===== src/rtl/ppid_pkg.sv =====
// ----------------------------------------------------------------------------
// Positional PID package
// Shared widths, register indexes, datapath operations and the command bundle
// passed from the sequencer to the datapath.
// ----------------------------------------------------------------------------
package ppid_pkg;

   localparam int DATA_W        = 32;
   localparam int CLAMP_W       = 31;
   localparam int TIME_W        = 16;
   localparam int PERIOD_BITS   = 16;
   localparam int FRAC_BITS_DEF = 16;
   localparam int OPER_W        = DATA_W + 1;
   localparam int PROD_W        = 2 * OPER_W;
   localparam int CSR_ADDR_W    = 3;

   typedef enum logic [CSR_ADDR_W-1:0] {
      REG_PROP_GAIN     = 3'd0,
      REG_INTEG_GAIN    = 3'd1,
      REG_DERIV_GAIN    = 3'd2,
      REG_INTEG_CLAMP   = 3'd3,
      REG_SAMPLE_PERIOD = 3'd4,
      REG_SAMPLE_RATE   = 3'd5
   } csr_addr_type;

   // One operation per step of the sequence.
   typedef enum logic [2:0] {
      OP_NONE,
      OP_MUL_PERIOD,
      OP_MUL_RATE,
      OP_MUL_PROP,
      OP_MUL_INTEG,
      OP_MUL_DERIV,
      OP_ACC_LAST,
      OP_OUTPUT
   } op_type;

   typedef struct packed {
      logic   load;
      op_type op;
   } cmd_type;

endpackage


===== src/rtl/ppid_ctrl.sv =====
// ----------------------------------------------------------------------------
// Positional PID sequencer
// Steps one request through the shared multiplier and owns both handshakes.
// ----------------------------------------------------------------------------
module ppid_ctrl (
   input  logic              clock,
   input  logic              reset,
   input  logic              req_tvalid,
   output logic              req_tready,
   output logic              rsp_tvalid,
   input  logic              rsp_tready,
   output ppid_pkg::cmd_type cmd
);
   import ppid_pkg::*;

   typedef enum logic [2:0] {
      ST_IDLE,
      ST_MUL_PERIOD,
      ST_MUL_RATE,
      ST_MUL_PROP,
      ST_MUL_INTEG,
      ST_MUL_DERIV,
      ST_ACC_LAST,
      ST_OUTPUT
   } state_type;

   state_type state_ff;
   logic      rsp_valid_ff;
   logic      out_fire;

   // The result register may be loaded once the previous result is gone.
   assign out_fire   = (state_ff == ST_OUTPUT) && (!rsp_valid_ff || rsp_tready);
   assign req_tready = (state_ff == ST_IDLE);
   assign rsp_tvalid = rsp_valid_ff;

   always_comb begin
      cmd.load = (state_ff == ST_IDLE) && req_tvalid;
      case (state_ff)
         ST_MUL_PERIOD: cmd.op = OP_MUL_PERIOD;
         ST_MUL_RATE:   cmd.op = OP_MUL_RATE;
         ST_MUL_PROP:   cmd.op = OP_MUL_PROP;
         ST_MUL_INTEG:  cmd.op = OP_MUL_INTEG;
         ST_MUL_DERIV:  cmd.op = OP_MUL_DERIV;
         ST_ACC_LAST:   cmd.op = OP_ACC_LAST;
         ST_OUTPUT:     cmd.op = out_fire ? OP_OUTPUT : OP_NONE;
         default:       cmd.op = OP_NONE;
      endcase
   end

   always_ff @(posedge clock) begin
      if (reset) begin
         state_ff     <= ST_IDLE;
         rsp_valid_ff <= 1'b0;
      end else begin
         if (rsp_tready) begin
            rsp_valid_ff <= 1'b0;
         end
         case (state_ff)
            ST_IDLE: begin
               if (req_tvalid) begin
                  state_ff <= ST_MUL_PERIOD;
               end
            end
            ST_MUL_PERIOD: state_ff <= ST_MUL_RATE;
            ST_MUL_RATE:   state_ff <= ST_MUL_PROP;
            ST_MUL_PROP:   state_ff <= ST_MUL_INTEG;
            ST_MUL_INTEG:  state_ff <= ST_MUL_DERIV;
            ST_MUL_DERIV:  state_ff <= ST_ACC_LAST;
            ST_ACC_LAST:   state_ff <= ST_OUTPUT;
            ST_OUTPUT: begin
               if (out_fire) begin
                  rsp_valid_ff <= 1'b1;
                  state_ff     <= ST_IDLE;
               end
            end
            default: state_ff <= ST_IDLE;
         endcase
      end
   end

endmodule


===== src/rtl/ppid_dp.sv =====
// ----------------------------------------------------------------------------
// Positional PID datapath
// Control registers, error, integrator and derivative state, one shared
// 33x33 signed multiplier with a registered product, and the term accumulator.
// ----------------------------------------------------------------------------
module ppid_dp #(
   parameter int FRAC_BITS = ppid_pkg::FRAC_BITS_DEF
) (
   input  logic                                 clock,
   input  logic                                 reset,
   input  logic                                 csr_we,
   input  logic [ppid_pkg::CSR_ADDR_W-1:0]      csr_addr,
   input  logic [ppid_pkg::DATA_W-1:0]          csr_wdata,
   input  ppid_pkg::cmd_type                    cmd,
   input  logic [2*ppid_pkg::DATA_W-1:0]        req_tdata,
   output logic [ppid_pkg::DATA_W-1:0]          rsp_tdata
);
   import ppid_pkg::*;

   localparam logic signed [PROD_W-1:0] MAX32 = PROD_W'(64'sd2147483647);
   localparam logic signed [PROD_W-1:0] MIN32 = -PROD_W'(64'sd2147483648);

   function automatic logic signed [DATA_W-1:0] sat32(input logic signed [PROD_W-1:0] v);
      logic signed [DATA_W-1:0] r;
      if (v > MAX32) begin
         r = MAX32[DATA_W-1:0];
      end else if (v < MIN32) begin
         r = MIN32[DATA_W-1:0];
      end else begin
         r = v[DATA_W-1:0];
      end
      return r;
   endfunction

   // Control registers.
   logic signed [DATA_W-1:0]  prop_gain_ff, integ_gain_ff, deriv_gain_ff;
   logic        [CLAMP_W-1:0] integ_clamp_ff;
   logic        [TIME_W-1:0]  sample_period_ff, sample_rate_ff;

   // Loop state and working registers.
   logic signed [DATA_W-1:0] integrator_ff, integrator_in;
   logic signed [DATA_W-1:0] last_error_ff;
   logic signed [DATA_W-1:0] error_ff, deriv_ff;
   logic signed [OPER_W-1:0] diff_ff;
   logic signed [PROD_W-1:0] prod_ff, acc_ff;
   logic signed [DATA_W-1:0] rsp_data_ff;

   logic signed [DATA_W:0]   raw_error;
   logic signed [OPER_W-1:0] mul_a, mul_b;
   logic signed [PROD_W-1:0] prod_in;
   logic signed [PROD_W-1:0] term;
   logic signed [PROD_W-1:0] integ_sum, clamp_pos;

   assign raw_error = $signed({req_tdata[DATA_W-1], req_tdata[DATA_W-1:0]})
                    - $signed({req_tdata[2*DATA_W-1], req_tdata[2*DATA_W-1:DATA_W]});

   always_comb begin
      case (cmd.op)
         OP_MUL_PERIOD: begin
            mul_a = OPER_W'(error_ff);
            mul_b = $signed({{(OPER_W-TIME_W){1'b0}}, sample_period_ff});
         end
         OP_MUL_RATE: begin
            mul_a = diff_ff;
            mul_b = $signed({{(OPER_W-TIME_W){1'b0}}, sample_rate_ff});
         end
         OP_MUL_PROP: begin
            mul_a = OPER_W'(error_ff);
            mul_b = OPER_W'(prop_gain_ff);
         end
         OP_MUL_INTEG: begin
            mul_a = OPER_W'(integrator_ff);
            mul_b = OPER_W'(integ_gain_ff);
         end
         OP_MUL_DERIV: begin
            mul_a = OPER_W'(deriv_ff);
            mul_b = OPER_W'(deriv_gain_ff);
         end
         default: begin
            mul_a = '0;
            mul_b = '0;
         end
      endcase
   end

   assign prod_in = mul_a * mul_b;
   assign term    = prod_ff >>> FRAC_BITS;

   // Integrator step and clamp to the symmetric bound.
   assign clamp_pos = $signed({{(PROD_W-CLAMP_W){1'b0}}, integ_clamp_ff});
   assign integ_sum = PROD_W'(integrator_ff) + (prod_ff >>> PERIOD_BITS);

   always_comb begin
      if (integ_sum > clamp_pos) begin
         integrator_in = clamp_pos[DATA_W-1:0];
      end else if (integ_sum < -clamp_pos) begin
         integrator_in = DATA_W'(-clamp_pos);
      end else begin
         integrator_in = integ_sum[DATA_W-1:0];
      end
   end

   always_ff @(posedge clock) begin
      if (reset) begin
         prop_gain_ff     <= '0;
         integ_gain_ff    <= '0;
         deriv_gain_ff    <= '0;
         integ_clamp_ff   <= '0;
         sample_period_ff <= TIME_W'(131);
         sample_rate_ff   <= TIME_W'(500);
      end else if (csr_we) begin
         case (csr_addr)
            REG_PROP_GAIN:     prop_gain_ff     <= csr_wdata;
            REG_INTEG_GAIN:    integ_gain_ff    <= csr_wdata;
            REG_DERIV_GAIN:    deriv_gain_ff    <= csr_wdata;
            REG_INTEG_CLAMP:   integ_clamp_ff   <= csr_wdata[CLAMP_W-1:0];
            REG_SAMPLE_PERIOD: sample_period_ff <= csr_wdata[TIME_W-1:0];
            REG_SAMPLE_RATE:   sample_rate_ff   <= csr_wdata[TIME_W-1:0];
            default: ;
         endcase
      end
   end

   always_ff @(posedge clock) begin
      if (reset) begin
         integrator_ff <= '0;
         last_error_ff <= '0;
      end else begin
         if (cmd.op == OP_MUL_PERIOD) begin
            last_error_ff <= error_ff;
         end
         if (cmd.op == OP_MUL_RATE) begin
            integrator_ff <= integrator_in;
         end
      end
   end

   always_ff @(posedge clock) begin
      if (cmd.load) begin
         error_ff <= sat32(PROD_W'(raw_error));
      end
      prod_ff <= prod_in;
      case (cmd.op)
         OP_MUL_PERIOD: diff_ff <= OPER_W'(error_ff) - OPER_W'(last_error_ff);
         OP_MUL_PROP:   deriv_ff <= sat32(prod_ff);
         OP_MUL_INTEG:  acc_ff <= term;
         OP_MUL_DERIV:  acc_ff <= acc_ff + term;
         OP_ACC_LAST:   acc_ff <= acc_ff + term;
         OP_OUTPUT:     rsp_data_ff <= sat32(acc_ff);
         default: ;
      endcase
   end

   assign rsp_tdata = rsp_data_ff;

endmodule


===== src/rtl/positional_pid_controller_core.sv =====
// ----------------------------------------------------------------------------
// Positional PID controller core
// Signed fixed-point PID step with a clamped integrator, a first-difference
// derivative and a saturated drive output.
// ----------------------------------------------------------------------------
//
//   Port group   Direction   Contents
//   req_*        in          request: setpoint [31:0], measured [63:32]
//   rsp_*        out         response: drive [31:0]
//   csr_*        in          register write: index, 32-bit data
//
// After a request is accepted the sequencer runs five steps through the single
// shared multiplier, one step to add the last term and one to load the
// response register. The sequencer is idle again in the next cycle.
// One request is processed at a time; req_tready is high only while idle.
// A finished response that is not taken holds the sequencer in its last step.
// Reset is synchronous and active high; it clears the integrator, the stored
// error and the registers to their defaults (period 131, rate 500).
//
module positional_pid_controller_core #(
   parameter int FRAC_BITS = ppid_pkg::FRAC_BITS_DEF
) (
   input  logic                              clock,
   input  logic                              reset,
   // Request channel.
   input  logic                              req_tvalid,
   output logic                              req_tready,
   input  logic [2*ppid_pkg::DATA_W-1:0]     req_tdata,   // setpoint, measured
   // Response channel.
   output logic                              rsp_tvalid,
   input  logic                              rsp_tready,
   output logic [ppid_pkg::DATA_W-1:0]       rsp_tdata,   // drive
   // Register write port.
   input  logic                              csr_we,
   input  logic [ppid_pkg::CSR_ADDR_W-1:0]   csr_addr,
   input  logic [ppid_pkg::DATA_W-1:0]       csr_wdata
);
   import ppid_pkg::*;

   // Command from the sequencer: a load strobe on acceptance and the
   // operation of the current step.
   cmd_type cmd;

   ppid_ctrl u_ctrl (
      .clock      (clock),
      .reset      (reset),
      .req_tvalid (req_tvalid),
      .req_tready (req_tready),
      .rsp_tvalid (rsp_tvalid),
      .rsp_tready (rsp_tready),
      .cmd        (cmd)
   );

   // The datapath forms the error on acceptance, then the integrator update,
   // derivative, and the three gain products, summed and saturated.
   ppid_dp #(
      .FRAC_BITS (FRAC_BITS)
   ) u_dp (
      .clock     (clock),
      .reset     (reset),
      .csr_we    (csr_we),
      .csr_addr  (csr_addr),
      .csr_wdata (csr_wdata),
      .cmd       (cmd),
      .req_tdata (req_tdata),
      .rsp_tdata (rsp_tdata)
   );

endmodule


===== config.mk =====
export PLATFORM = sky130hd
export DESIGN_NAME = positional_pid_controller_core
export DESIGN_NICKNAME = d
export VERILOG_FILES = /design/src/rtl/ppid_pkg.sv /design/src/rtl/ppid_ctrl.sv /design/src/rtl/ppid_dp.sv /design/src/rtl/positional_pid_controller_core.sv
export SDC_FILE = /design/constraint.sdc
export NUM_CORES = 2
export LEC_CHECK = 0
export ABC_CLOCK_PERIOD_IN_PS = 22000
export BUFFER_PORTS_ARGS = -buffer_cell sky130_fd_sc_hd__buf_2
export CAP_MARGIN = 15
export CORE_ASPECT_RATIO = 1.4
export CORE_MARGIN = 2
export CORE_UTILIZATION = 45
export CTS_BUF_LIST = sky130_fd_sc_hd__clkbuf_8
export DETAILED_ROUTE_END_ITERATION = 8
export GPL_TIMING_DRIVEN = 0
export MAX_ROUTING_LAYER = met4
export PLACE_DENSITY = 0.67
export SYNTH_ARGS = -nofsm -noshare
export SYNTH_HDL_FRONTEND = slang
export SYNTH_SLANG_ARGS = --single-unit

===== constraint.sdc =====
create_clock -name clock -period 22 [get_ports clock]
set_clock_uncertainty 0.2 [all_clocks]
set_input_delay 1.1 -clock clock [delete_from_list [all_inputs] [get_ports clock]]
set_output_delay 1.1 -clock clock [all_outputs]
set_load 0.02 [all_outputs]

==> summary.md <==
| Metric | Value |
|---|---|
| Cells after Synth | `~8200` |
| Sw Ratio | `0.506` |
| Sw Pwr | `between 2 and 3 mW` |
| Pint | `approximately 2.5 mW` |
| CTS resizes | `0` |
| Post-synthesis cell area | `70100 um2` |
| Slowest cell on crit path | `nor3_2` |
| Main synth FF type | `dfxtp_1` |
| Number of vias per cell | `around 5.7` |
| Total power per unit cell area | `between 60 and 70 nW/um2` |
| #FFs+latches synth | `between 400 and 500` |
| Final GP Congestion | `1.03` |
| Initial antenna violation count | `20` |
| Crit path launch | `u_ctrl.state_ff[2]` |
| Layout overhead on the synthesized area | `9.63%` |
| Sequential share of power | `0.256` |
| R2R setup slack | `just under 8000 ps` |
| Leakage | `around 36 nW` |
| Initial core utilization | `0.452` |
| Final WL | `roughly 290000 um` |
| Minimum clock period | `around 14000 ps` |
| R2r endpoint | `u_dp.prod_ff[59]` |
| Vias in the first global route | `around 62000` |
| CTS tree | `yes` |
| Routed wire per std cell | `approximately 27 um` |
| Tightest Pin Transition | `1370 ps` |
| Die area | `~160000 um2` |
| # hold bufs at CTS | `0` |
| Syn Nets | `between 9000 and 10000` |
| Final setup viols | `0` |
| Share of post-route cells with drive strength above 1 | `0.0520` |
| CTS buffer count | `between 90 and 100` |
| Root Driver | `clkbuf_8` |
| Worst r2r path cells | `34` |
| CTS Buffer Depth | `3` |
| Residual DRC | `0` |
| Insertion delay to the later sink of the worst-skew pair | `around 790 ps` |
| CORE AREA | `about 150000 um2` |
| Post-Syn Area per Cell | `around 8.6 um2` |
| WP data arrival | `~15000 ps` |
| Aggregate global-route resource usage | `0.371` |
| CP Launch Type | `flip-flop` |
| Iter 0 DRT Violations | `4728` |
| Die width | `approximately 340 um` |
| Slew Viols, Final | `0` |
| Maximum VDD drop | `0.0000542 V` |
| Async SR Flop Fraction | `0` |
| Post-synthesis sequential area ratio | `0.167` |
| Slew HR | `0.0872` |
| FILL cells | `between 15000 and 20000` |
| F_max | `~0.07 GHz` |
| Clock power frac | `0.178` |
| Critical path peak fanout | `10` |
| Clock sink count | `roughly 490` |
| Detail Route Antenna Nets | `0` |
| I/O pins | `around 140` |
| Outcome | `finished, final reports clean` |
| Row count | `171` |
| Total placed cells including tap cells | `between 10000 and 15000` |
| Ys Warns | `0` |
| Worst setup endpoint | `u_dp.prod_ff[59]` |
| Worst r2r src | `u_ctrl.state_ff[2]` |
| Netlist cell types | `93` |
| Layout Cells excl Fill | `10700` |
| Final worst-path cycle share | `0.649` |
| Setup Total Neg Slack | `0 ps` |
| Post-synth EDFFs | `between 150 and 200` |
| Die span in y | `between 400 and 500 um` |
| MaxCap Viol Count | `0` |
| Comb pwr share | `0.567` |
| Number of hold violations in the final report | `0` |
| Post-detailed-placement half-perimeter wirelength | `about 240000 um` |
| Largest net degree at the start of global routing | `34` |
| DR pass1 iterations | `8` |
| RSZ-0062 raised after global routing | `no` |
| Hold crit path type | `reg -> reg` |
| Grt total ovfl | `0` |
| Crit path kind | `reg -> reg` |
| First-pass GRT wire length | `just over 400000 um` |
| Slowest cell delay on critical path | `850 ps` |
| Setup repair bufs after CTS | `0` |
| Htree depth | `3` |
| Critical Path End Type | `flip-flop` |
| Reg clk slew, reported paths | `60 ps` |
| Buffers on Ports | `136` |
| NumNets Final | `about 10000` |
| Critical path required time | `roughly 22000 ps` |
| Vias | `between 60000 and 70000` |
| Area after DPL | `74800 um2` |
| Most numerous cell on the critical path | `fa_1` |
| Final Cell Area | `around 77000 um2` |
-- cell usage in the layout, fill, tap and decap left out, types with 87 or more instances in the layout --
master	netlist	final
a21o_1	142	142
a21oi_1	490	488
buf_2	10	147
clkbuf_1	386	385
clkbuf_8	0	103
dfxtp_1	293	293
edfxtp_1	195	195
fa_1	1150	1150
ha_1	493	493
inv_1	1382	1414
nand2_1	1184	1184
nand3_1	99	99
nand4_1	88	88
nor2_1	853	852
nor3_1	88	87
o21ai_0	231	231
xnor2_1	163	163
-- sequential cells by signal, summed over array words and instances, names as in the netlist, 31 cells and up --
name	flops
u_dp.last_error_ff	32
u_dp.deriv_ff	32
u_dp.rsp_tdata	32
u_dp.prod_ff	66
u_dp.deriv_gain_ff	32
u_dp.acc_ff	66
u_dp.integ_clamp_ff	31
u_dp.integrator_ff	32
u_dp.error_ff	32
u_dp.diff_ff	33
u_dp.integ_gain_ff	32
u_dp.prop_gain_ff	32
-- power groups by stage --
stage	registers, mW	logic, mW	clock network (mW)
3_3_place_gp	1.32	2.78	0
5_1_grt	1.31	3.21	0.967
2_1_floorplan	1.15	1.94	0
3_5_place_dp	1.32	2.87	0
4_1_cts	1.30	2.89	0.926
6_report	1.32	2.92	0.915
-- routing by layer --
layer,GRT usage,vias to the layer above,wire length (um)
li1,-,26900,-
met1,0.426,30500,106000
met2,0.589,2767,134000
met3,0.0761,790,22900
met4,0.236,0,22900
met5,-,-,0
-- worst min path at each step --
| stage | start | end | slack (ps) | cells past startpoint |
|---|---|---|---|---|
| after global routing | u_dp.sample_rate_ff[12] | u_dp.sample_rate_ff[12] | 270 | 2 |
| after floorplan | u_dp.deriv_gain_ff[10] | u_dp.deriv_gain_ff[10] | 230 | 2 |
| after detailed placement | u_dp.deriv_gain_ff[29] | u_dp.deriv_gain_ff[29] | 250 | 2 |
| after global placement | u_dp.deriv_gain_ff[13] | u_dp.deriv_gain_ff[13] | 240 | 2 |
| final | u_dp.deriv_gain_ff[5] | u_dp.deriv_gain_ff[5] | 250 | 2 |
| after CTS | u_dp.deriv_gain_ff[29] | u_dp.deriv_gain_ff[29] | 250 | 2 |
-- worst max-delay path, delay by kind of cell (launching register included) --
kind,cells,cell delay [ps]
AOI/OAI and AO/OA,10,3860
xor gates and xnor gates,1,190
adders and majority gates,9,4550
buffers and inverters,10,3340
DFF,1,300
and+or+nand+nor,4,1690
-- cell type report --
cell class	count	area, um2	area share
Clock buffer	103	1420	0.0185
Antenna cell	37	92.6	0.00121
Multi-Input combinational cell	5879	52000	0.677
Tap cell	2076	2600	0.0338
Inverter	1384	5190	0.0676
Clock inverter	67	450	0.00586
Timing Repair Buffer	205	1750	0.0227
Buffer	412	1570	0.0204
Sequential cell	488	11700	0.153
-- stage by stage --
stage                     power [mW]  utilization  setup WS [ps]  hold WS (ps)
final                           5.15        0.496           7730           253
after global routing            5.49        0.496           7510           266
after CTS                       5.12        0.495           8000           254
after detailed placement        4.19        0.483           8120           246
after global placement          4.10        0.473           6030           238
after floorplan                 3.09            -          11830           233
-- Yosys cell counts (82+ instances only) --
cell	instances	area (um2)
inv_1	1382	5190
nand2_1	1184	4440
fa_1	1150	23000
nor2_1	853	3200
ha_1	493	6170
a21oi_1	490	2450
clkbuf_1	386	1450
dfxtp_1	293	5870
o21ai_0	231	1160
edfxtp_1	195	5860
xnor2_1	163	1430
a21o_1	142	1070
nand3_1	99	495
nand4_1	88	551
nor3_1	88	440
xor2_1	82	718
-- cell families (layout without fill, tap and decap cells) --
group | after synthesis | after routing | share of synthesized area
compound gates | 1350 | 1350 | 0.125
xor+xnor | 245 | 245 | 0.0306
fa+ha+maj | 1649 | 1649 | 0.417
buf+inv | 1796 | 2171 | 0.0965
flops | 488 | 488 | 0.167
mux | 30 | 30 | 0.00439
other cells | 0 | 37 | 0
simple gates | 2605 | 2605 | 0.159
(Power assumes the default switching activity.)
